$ cat src/sv/hmlf_pkg.sv
// Package: request types, parse constants and helpers for the HTTP message length framer.
`timescale 1ns / 1ps
package hmlf_pkg;

  localparam int unsigned FieldLen = 15;
  localparam int unsigned EndLen   = 4;

  typedef struct packed {
    logic [7:0] data_byte;
    logic       first_byte;
  } hmlf_in_t;

  typedef struct packed {
    logic        complete;
    logic [31:0] message_length;
    logic [31:0] expected_length;
    logic        length_saturated;
  } hmlf_out_t;

  typedef enum logic [1:0] {
    NUM_SKIP   = 2'd0,
    NUM_DIGITS = 2'd1,
    NUM_STOP   = 2'd2
  } number_phase_t;

  // lower-case field name, one character per match position
  function automatic logic [7:0] field_char(input logic [3:0] idx);
    logic [7:0] c;
    unique case (idx)
      4'd0:    c = "c";
      4'd1:    c = "o";
      4'd2:    c = "n";
      4'd3:    c = "t";
      4'd4:    c = "e";
      4'd5:    c = "n";
      4'd6:    c = "t";
      4'd7:    c = "-";
      4'd8:    c = "l";
      4'd9:    c = "e";
      4'd10:   c = "n";
      4'd11:   c = "g";
      4'd12:   c = "t";
      4'd13:   c = "h";
      4'd14:   c = ":";
      default: c = 8'h00;
    endcase
    return c;
  endfunction

  // header terminator CR LF CR LF
  function automatic logic [7:0] end_char(input logic [2:0] idx);
    logic [7:0] c;
    unique case (idx)
      3'd0, 3'd2: c = 8'h0d;
      3'd1, 3'd3: c = 8'h0a;
      default:    c = 8'h00;
    endcase
    return c;
  endfunction

  function automatic logic is_space(input logic [7:0] c);
    return (c == 8'h20) || ((c >= 8'h09) && (c <= 8'h0d));
  endfunction

  function automatic logic is_digit(input logic [7:0] c);
    return (c >= "0") && (c <= "9");
  endfunction

endpackage

$ cat src/sv/http_message_length_framer.sv
// Top level: request handshake, input register and result register around the parse core.
`timescale 1ns / 1ps
// HTTP message length framer. Feed one message byte per request, with first_byte set on
// the first byte of each message; every request yields one result telling whether header
// and body are complete, the byte count once complete, and the expected total length while
// the body is short. Sustained rate is one request per cycle while out_stall is low; a
// result passes through the input register, then the result register, once its request is
// taken. The rate is set by the update of the match counters and the LENGTH_BITS-wide
// length counters, all computed combinationally for each byte.
// Lengths are LENGTH_BITS wide internally and saturate; outputs carry the low 32 bits.
module http_message_length_framer
  import hmlf_pkg::*;
#(
  parameter int unsigned LENGTH_BITS = 32
) (
  input  logic      clk,
  input  logic      rst_n,
  input  logic      in_valid,
  output logic      in_stall,
  input  hmlf_in_t  in_data,
  output logic      out_valid,
  input  logic      out_stall,
  output hmlf_out_t out_data
);

  logic      in_v_r;
  hmlf_in_t  in_r;
  logic      out_v_r;
  hmlf_out_t out_r;
  hmlf_out_t res;
  logic      adv;

  assign adv      = in_v_r && (!out_v_r || !out_stall);
  assign in_stall = in_v_r && !adv;

  hmlf_core #(
    .LENGTH_BITS(LENGTH_BITS)
  ) u_core (
    .clk  (clk),
    .rst_n(rst_n),
    .en   (adv),
    .item (in_r),
    .res  (res)
  );

  always_ff @(posedge clk) begin
    if (!rst_n) begin
      in_v_r  <= 1'b0;
      out_v_r <= 1'b0;
    end else begin
      if (!in_stall) in_v_r <= in_valid;
      if (adv) out_v_r <= 1'b1;
      else if (!out_stall) out_v_r <= 1'b0;
    end
  end

  always_ff @(posedge clk) begin
    if (!in_stall && in_valid) in_r <= in_data;
    if (adv) out_r <= res;
  end

  assign out_valid = out_v_r;
  assign out_data  = out_r;

endmodule

$ cat src/sv/hmlf_core.sv
// Parse state and per-byte update: header end, Content-Length match, value and counters.
`timescale 1ns / 1ps
module hmlf_core
  import hmlf_pkg::*;
#(
  parameter int unsigned LENGTH_BITS = 32
) (
  input  logic      clk,
  input  logic      rst_n,
  input  logic      en,
  input  hmlf_in_t  item,
  output hmlf_out_t res
);

  localparam int unsigned W = LENGTH_BITS;
  localparam logic [W-1:0] LenMax = '1;
  localparam logic [3:0] FieldLenC = 4'(FieldLen);
  localparam logic [2:0] EndLenC = 3'(EndLen);

  logic [2:0]    ep_r, ep_nxt, ep_c;
  logic          hd_r, hd_nxt, hd_c;
  logic [3:0]    fp_r, fp_nxt, fp_c;
  logic          ff_r, ff_nxt, ff_c;
  number_phase_t ph_r, ph_nxt, ph_c;
  logic          neg_r, neg_nxt, neg_c;
  logic [W-1:0]  cv_r, cv_nxt, cv_c;
  logic [W-1:0]  bc_r, bc_nxt, bc_c;
  logic [W-1:0]  hl_r, hl_nxt, hl_c;
  logic          done_r, done_nxt, done_c;

  logic [7:0]    b, lc;
  logic          accum;
  logic [W+3:0]  prod;
  logic [W-1:0]  content_old;
  logic [W:0]    sum_w;
  logic [W-1:0]  sum;
  logic          sat;

  always_comb begin
    b  = item.data_byte;
    lc = ((b >= "A") && (b <= "Z")) ? (b + 8'd32) : b;

    // a new message starts from cleared state
    if (item.first_byte) begin
      ep_c = '0; hd_c = 1'b0; fp_c = '0; ff_c = 1'b0; ph_c = NUM_SKIP;
      neg_c = 1'b0; cv_c = '0; bc_c = '0; hl_c = '0; done_c = 1'b0;
    end else begin
      ep_c = ep_r; hd_c = hd_r; fp_c = fp_r; ff_c = ff_r; ph_c = ph_r;
      neg_c = neg_r; cv_c = cv_r; bc_c = bc_r; hl_c = hl_r; done_c = done_r;
    end

    ep_nxt = ep_c; hd_nxt = hd_c; fp_nxt = fp_c; ff_nxt = ff_c; ph_nxt = ph_c;
    neg_nxt = neg_c; cv_nxt = cv_c; hl_nxt = hl_c;
    bc_nxt = (bc_c != LenMax) ? (bc_c + W'(1)) : bc_c;
    accum = 1'b0;

    prod = ({4'b0, cv_c} << 3) + ({4'b0, cv_c} << 1) + {{W{1'b0}}, b[3:0]};

    if (!hd_c) begin
      if (ff_c && (ph_c != NUM_STOP)) begin
        if (ph_c == NUM_SKIP) begin
          priority if (is_space(b)) begin
          end else if ((b == "+") || (b == "-")) begin
            neg_nxt = (b == "-");
            ph_nxt  = NUM_DIGITS;
          end else if (!is_digit(b)) begin
            ph_nxt = NUM_STOP;
          end else begin
            ph_nxt = NUM_DIGITS;
            accum  = 1'b1;
          end
        end else if (!is_digit(b)) begin
          ph_nxt = NUM_STOP;
        end else begin
          accum = 1'b1;
        end
        if (accum) begin
          cv_nxt = (prod > {4'b0, LenMax}) ? LenMax : prod[W-1:0];
        end
      end

      if (!ff_c) begin
        if ((fp_c < FieldLenC) && (lc == field_char(fp_c))) fp_nxt = fp_c + 4'd1;
        else fp_nxt = (lc == field_char(4'd0)) ? 4'd1 : 4'd0;
        if (fp_nxt >= FieldLenC) begin
          fp_nxt = FieldLenC;
          ff_nxt = 1'b1;
        end
      end

      if ((ep_c < EndLenC) && (b == end_char(ep_c))) ep_nxt = ep_c + 3'd1;
      else ep_nxt = (b == end_char(3'd0)) ? 3'd1 : 3'd0;
      if (ep_nxt >= EndLenC) begin
        ep_nxt = EndLenC;
        hd_nxt = 1'b1;
        hl_nxt = bc_nxt;
      end
    end

    // the header closes on LF, which never moves the value, so the value
    // held before this byte is the one that applies once the header is done
    content_old = neg_c ? '0 : cv_c;
    sum_w = {1'b0, hl_nxt} + {1'b0, content_old};
    sum   = sum_w[W] ? LenMax : sum_w[W-1:0];

    done_nxt = done_c;
    if (!done_c && hd_nxt && (!ff_nxt || ((bc_nxt - hl_nxt) >= content_old))) begin
      done_nxt = 1'b1;
    end

    sat = (bc_nxt == LenMax) || (ff_nxt && !neg_nxt && (cv_nxt == LenMax)) ||
          (hd_nxt && ff_nxt && (sum == LenMax));

    res.complete         = done_nxt;
    res.message_length   = done_nxt ? 32'(bc_nxt) : 32'd0;
    res.expected_length  = (hd_nxt && ff_nxt && !done_nxt) ? 32'(sum) : 32'd0;
    res.length_saturated = sat;
  end

  always_ff @(posedge clk) begin
    if (!rst_n) begin
      ep_r <= '0; hd_r <= 1'b0; fp_r <= '0; ff_r <= 1'b0; ph_r <= NUM_SKIP;
      neg_r <= 1'b0; cv_r <= '0; bc_r <= '0; hl_r <= '0; done_r <= 1'b0;
    end else if (en) begin
      ep_r <= ep_nxt; hd_r <= hd_nxt; fp_r <= fp_nxt; ff_r <= ff_nxt; ph_r <= ph_nxt;
      neg_r <= neg_nxt; cv_r <= cv_nxt; bc_r <= bc_nxt; hl_r <= hl_nxt;
      done_r <= done_nxt;
    end
  end

  a_done_needs_header: assert property (@(posedge clk) disable iff (!rst_n)
    done_r |-> hd_r) else $error("complete without header end");

  a_header_full_match: assert property (@(posedge clk) disable iff (!rst_n)
    hd_r |-> (ep_r == EndLenC)) else $error("header end without full terminator");

  a_field_full_match: assert property (@(posedge clk) disable iff (!rst_n)
    ff_r |-> (fp_r == FieldLenC)) else $error("field found without full name");

  a_done_sticky: assert property (@(posedge clk) disable iff (!rst_n)
    (en && !item.first_byte && done_r) |=> done_r) else $error("complete dropped");

  a_count_moves: assert property (@(posedge clk) disable iff (!rst_n)
    en |=> (bc_r != '0)) else $error("byte count zero after a byte");

endmodule

$ cat config.mk
export PLATFORM = sky130hd
export DESIGN_NAME = http_message_length_framer
export DESIGN_NICKNAME = d
export VERILOG_FILES = /design/src/sv/hmlf_pkg.sv /design/src/sv/http_message_length_framer.sv /design/src/sv/hmlf_core.sv
export SDC_FILE = /design/constraint.sdc
export NUM_CORES = 1
export LEC_CHECK = 0
export BUFFER_PORTS_ARGS = -buffer_cell sky130_fd_sc_hd__buf_2
export CAP_MARGIN = 5
export CORE_ASPECT_RATIO = 1.1
export CORE_MARGIN = 2
export CORE_UTILIZATION = 60
export CTS_CLUSTER_DIAMETER = 120
export DETAILED_ROUTE_END_ITERATION = 16
export PLACE_DENSITY = 0.78
export SETUP_SLACK_MARGIN = 0.2
export SLEW_MARGIN = 40
export SYNTH_ARGS = -nofsm -noshare
export SYNTH_HDL_FRONTEND = slang
export SYNTH_SLANG_ARGS = --single-unit
$ cat constraint.sdc
create_clock -name clk -period 11.2 [get_ports clk]
set_clock_uncertainty 0.2 [all_clocks]
set_input_delay 2.24 -clock clk [delete_from_list [all_inputs] [get_ports clk]]
set_output_delay 2.24 -clock clk [all_outputs]
set_load 0.005 [all_outputs]
==> results.txt, run 1 <==
Setup TNS Final - 0 ns
Num CTS Buffers - 17
Total power - 0.00173 W
# nets final - 2240
Detailed-route DRC error count - 0
P_sw - 0.000540 W
Syn Area/Cell - 7.87 µm²
Remaining Overflow, GRT - 0
Worst-path clk slew - 0.08 ns
Die Ht - 176 µm
Crit path largest cell delay - 0.91 ns
Routability cong. - 0.955
Total GRT Usage - 32.6%
CTS tree - done
Most frequent cells in the layout - nor2_1, a21oi_1, nand2_1, ha_1, dfxtp_1
Die W - 160 µm
Area of the mapped netlist - 16200 µm²
Global-route wire length before repair - 74.8 mm
Setup-failing EPs final - 0
Setup crit end kind - register
Sink Count - 186
Vias in the first global route - 14299
Max Cap Viol - 0
Fillers - 2280
Worst hold stages - 2
Hpwl dp - 34.6 mm
Final instance area - 17300 µm²
WL final - 46.1 mm
Ports - 81
Distinct cells, synth - 86
Int Pwr - 0.00119 W
Outcome - finished clean
CTS resizes - 0
Root buffer cell - clkbuf_16
Placement Rows - 63
FF+latch count, synth - 186
Clock Path Buffers - 2
Post-DP Area - 16700 µm²
WL per Instance - 18.9 µm
Area of the multi-input gates - 10900 µm²
Comb pwr share - 20.9%
Synth async-reset ratio - 0%
Sequential area share after synthesis - 27.7%
Critical Path AT - 9.33 ns
Seq pwr share - 43.4%
CTS Hold Bufs - 0
Worst slew margin - 36.9%
CP top delay family - compound AO/OA/AOI/OAI gates
RSZ-0062 raised after global routing - no
Maximum vdd drop - 0.0686 mV
Vias - 15484
Tmin final - 9.26 ns
Pwr dens - 100 nW/µm²
Worst path bufs/invs - 3
Largest net degree at the start of global routing - 102
Commonest non-fill, non-tap cell in the layout - nor2_1
Detailed Route Iter0 Violations - 1659
# Post-CTS Setup Buffers - 0
CP Depth - 32
Post-synth EDFFs - 75
Post-synth net total - 2227
P&R area growth vs syn - 7.32%
Later-pin clock latency in the skew report - 0.46 ns
Drt pass-1 iters - 9
Place WS - 2.17 ns
Post-DRT Antenna Nets - 0
CP Max Fanout - 57
CP most frequent cell - a21oi_1
Fin worst setup slack - 1.94 ns
Leakage - 7.49 nW
R2R cell count - 32
CTS H-tree lvls - 4
Worst hold path type - reg2reg
Max Clk Rate - 0.108 GHz
Syn. warnings - 0
PortBufs - 80
Dominant synthesized flop cell - dfxtp_1
Sequential Area - 4480 µm²
Final Hold Violating Endpoints - 0
Final period util - 82.6%
Worst slew pin tran - 0.922 ns
WP data required - 11.28 ns
Core ar. - 26700 µm²
Initial antenna violation count - 1
Critical path class - reg2reg
Via/cell ratio - 6.35
Startpoint Class - register
Die area - 28300 µm²
Sw frac - 31.1%
Synthesized instance count - 2053
Starting Density - 60.4%
Clock Power Share - 35.6%
CP max stage cell - or4_1
Max Slew Vio Count - 0
Fraction of layout instances using a drive strength above 1 - 7.89%
[cells in the mapped netlist, types with 44 or more instances]
| library cell | instances | area, µm² |
|---|---|---|
| nor2b_1 | 70 | 438 |
| ha_1 | 158 | 1980 |
| nand3_1 | 50 | 250 |
| nand2_1 | 186 | 698 |
| a211oi_1 | 50 | 375 |
| nor2_1 | 208 | 781 |
| nand2b_1 | 44 | 275 |
| nor3_1 | 62 | 310 |
| o21ai_0 | 85 | 425 |
| edfxtp_1 | 75 | 2250 |
| dfxtp_1 | 111 | 2220 |
| inv_1 | 109 | 409 |
| xnor2_1 | 82 | 718 |
| a21o_1 | 64 | 480 |
| clkbuf_1 | 86 | 323 |
| a21oi_1 | 198 | 991 |
| nand4_1 | 49 | 307 |
[flip-flops by register name (all words and copies together) (netlist names)]
| signal | count |
|---|---|
| u_core.done_r | 1 |
| u_core.ph_r | 2 |
| u_core.neg_r | 1 |
| u_core.bc_r | 32 |
| u_core.cv_r | 32 |
| u_core.hl_r | 32 |
| out_data | 66 |
| in_r | 9 |
| u_core.ff_r | 1 |
| in_v_r | 1 |
| u_core.fp_r | 4 |
| out_valid | 1 |
| u_core.hd_r | 1 |
| u_core.ep_r | 3 |
[worst reg2reg max path, delay by kind of cell (launching register included)]
kind | cells | cell delay [ns]
AOI/OAI and AO/OA | 15 | 3.61
buffers and inverters | 3 | 0.76
xor gates and xnor gates | 1 | 0.14
and+or+nand+nor | 10 | 3.17
adders and majority gates | 3 | 0.79
DFF | 1 | 0.41
[worst paths after layout]
kind / slack [ns] / endpoint / startpoint
max: 1.94 / out_data[15]$_SDFFCE_PN0P_ / in_r[0]$_DFFE_PP_
min: 0.25 / u_core.cv_r[0]$_SDFFE_PN0P_ / u_core.cv_r[0]$_SDFFE_PN0P_
min reg2reg: 0.25 / u_core.cv_r[0]$_SDFFE_PN0P_ / u_core.cv_r[0]$_SDFFE_PN0P_
max reg2reg: 1.94 / out_data[15]$_SDFFCE_PN0P_ / in_r[0]$_DFFE_PP_
[power groups by stage]
stage	registers, W	clock network (W)	logic, W
after floorplan	0.000762	0	0.000270
after global placement	0.000767	0	0.000348
after detailed placement	0.000767	0	0.000354
after CTS	0.000752	0.000616	0.000357
after global routing	0.000757	0.000647	0.000403
final	0.000753	0.000618	0.000363
[cell type report]
type,count,area share [%]
clock buffers,18,2.48
inverters,110,2.41
multi-input cells,1655,62.8
diodes,1,0.0144
flip-flops and latches,186,25.8
clock inverters,14,0.888
well taps,357,2.58
repair buffers,96,3.02
[stage by stage]
stage	hold slack, ns	cells	utilization, %
after floorplan	0.227	2053	-
after global placement	0.235	2404	62.6
after detailed placement	0.242	2404	62.7
after CTS	0.252	2436	64.8
after global routing	0.269	2437	64.9
final	0.247	2437	64.9
[cells by family (layout without fill, tap and decap cells)]
logic type                 after synthesis  in the layout  synth area share [%]
AOI/OAI and AO/OA                      574            574                  22.8
buffers and inverters                  212            238                  5.03
DFF                                    186            186                  27.7
adders and majority gates              161            161                  12.6
xor gates and xnor gates               123            123                  6.67
and+or+nand+nor                        788            788                  24.6
muxes                                    9              9                 0.635
other                                    0              1                     0
[layer usage]
layer  up-vias  share of wire, %  track usage (%)  routed length (µm)
li1       7470                 -                -                   -
met1      7235                44             43.9               20300
met2       652                45             51.9               20700
met3       127               6.6             4.49                3040
met4         0               4.5             15.4                2080
met5         -                 0                0                   0
Note: power is estimated with default switching activity, not from simulation.
==> run 2, diff against run 1 <==
==> constraint.sdc (replaced) <==
create_clock -name clk -period 8.92 [get_ports clk]
set_clock_uncertainty 0.2 [all_clocks]
set_input_delay 1.784 -clock clk [delete_from_list [all_inputs] [get_ports clk]]
set_output_delay 1.784 -clock clk [all_outputs]
set_load 0.005 [all_outputs]
==> results.txt, run 2 (synthesized netlist as in run 1, its figures left out) <==
Outcome - finished clean
Place WS - 0.611 ns
Vias in the first global route - 14286
Reg2reg setup slack - 0.72 ns
CP Max Fanout - 35
Max reg flops - 66
Worst slew margin - 45.5%
P&R area growth vs syn - 8.61%
Core ar. - 26700 µm²
Vias - 15568
Global-route wire length before repair - 75.6 mm
Critical path class - reg2reg
Die area - 28300 µm²
HP Start - u_core.cv_r[3]$_SDFFE_PN0P_
Later-pin clock latency in the skew report - 0.46 ns
CP max stage cell - or4_1
WL per Instance - 19.4 µm
Setup crit end kind - register
Worst-path clk slew - 0.08 ns
Root buffer cell - clkbuf_16
Fin worst setup slack - 0.716 ns
Clock Path Buffers - 2
Reg2reg end - u_core.done_r$_SDFFE_PN0P_
Starting Density - 60.4%
PortBufs - 80
Fin util - 65.7%
Ant. Diodes - 0
Startpoint Class - register
Post-DRT Antenna Nets - 0
Drt pass-1 iters - 5
Sink Count - 186
Ports - 81
Detailed-route DRC error count - 0
Via/cell ratio - 6.33
Hpwl dp - 35.8 mm
Routability cong. - 0.951
Die W - 160 µm
WHS - 0.247 ns
Pwr dens - 126 nW/µm²
Max Slew Vio Count - 0
Die Ht - 176 µm
Critical Path AT - 8.31 ns
WL final - 47.8 mm
Initial antenna violation count - 0
CTS Hold Bufs - 0
Final period util - 92.0%
Commonest non-fill, non-tap cell in the layout - nor2_1
Final Hold Violating Endpoints - 0
Worst R2R Start - in_r[0]$_DFFE_PP_
Worst hold stages - 2
Remaining Overflow, GRT - 0
Total GRT Usage - 33.3%
R2R cell count - 35
Worst hold path type - reg2reg
Max Clk Rate - 0.122 GHz
Tmin final - 8.20 ns
RSZ-0062 raised after global routing - no
Crit path largest cell delay - 0.57 ns
Detailed Route Iter0 Violations - 1583
Leakage - 7.62 nW
Worst slew pin tran - 0.817 ns
Placement Rows - 63
Num CTS Buffers - 17
Max Cap Viol - 0
Largest net degree at the start of global routing - 106
# nets final - 2262
Hold Crit Endpoint - u_core.cv_r[3]$_SDFFE_PN0P_
Maximum vdd drop - 0.102 mV
Setup-failing EPs final - 0
Fraction of layout instances using a drive strength above 1 - 8.95%
WP data required - 9.03 ns
CTS tree - done
Most frequent cells in the layout - nor2_1, a21oi_1, nand2_1, ha_1, dfxtp_1
CTS H-tree lvls - 4
Setup TNS Final - 0 ns
[run 2: cell count changes in the layout (fill, tap and decap cells not counted), sizes merged]
cell / change
diode: -1
clkinvlp: -2
buf: +22
clkbuf: -1
inv: +3
[run 2: stage by stage]
stage | std cells | cell area (µm²) | total power, W
6_report | 2458 | 17500 | 0.00220
5_1_grt | 2458 | 17500 | 0.00228
4_1_cts | 2455 | 17500 | 0.00219
3_5_place_dp | 2423 | 16900 | 0.00141
3_3_place_gp | 2423 | 16900 | 0.00140
2_1_floorplan | 2053 | 16200 | 0.00130
[run 2: worst max-delay path: cells and delay by family (launching register included)]
family          cells  cell delay, ns
buf+inv             4            0.75
xor+xnor            2            0.33
fa+ha+maj           4            1.02
compound gates     14            2.99
simple gates       11            2.29
flops               1            0.43
[run 2: routing by layer]
| metal | up-vias | global-route usage, % | routed length, µm |
|---|---|---|---|
| met5 | - | 0 | 0 |
| met4 | 0 | 14.9 | 2020 |
| met3 | 105 | 4.49 | 3260 |
| met2 | 660 | 54.1 | 21700 |
| met1 | 7304 | 44.4 | 20800 |
| li1 | 7499 | - | - |
[run 2: power by group]
| part | internal, W | total, W | switching [W] |
|---|---|---|---|
| Sequential | 0.000919 | 0.000946 | 0.0000271 |
| Combinational | 0.000185 | 0.000460 | 0.000276 |
| Clock | 0.000402 | 0.000796 | 0.000394 |
[run 2: repair_timing]
action,in CTS,in global routing
buffers inserted,0,3
hold endpoints to repair,0,0
setup endpoints to repair,0,66
gates resized for setup,0,2
[run 2: area by class of cell]
class / count / area, µm²
clock buffer: 17 / 425
clock inverter: 15 / 170
fill: 2332 / 9180
inverter: 110 / 418
multi-input combinational: 1655 / 10900
sequential: 186 / 4480
tap: 357 / 447
timing repair buffer: 118 / 709
[run 2: how the worst max path moves through the flow]
stage | to | from | depth (start not counted)
after global routing | out_data[37]$_SDFFCE_PN0P_ | in_r[0]$_DFFE_PP_ | 34
final | u_core.done_r$_SDFFE_PN0P_ | in_r[0]$_DFFE_PP_ | 35
after global placement | out_data[21]$_SDFFCE_PN0P_ | in_r[0]$_DFFE_PP_ | 33
after CTS | out_data[21]$_SDFFCE_PN0P_ | in_r[0]$_DFFE_PP_ | 33
after floorplan | out_data[16]$_SDFFCE_PN0P_ | in_r[0]$_DFFE_PP_ | 43
after detailed placement | out_data[31]$_SDFFCE_PN0P_ | in_r[0]$_DFFE_PP_ | 33
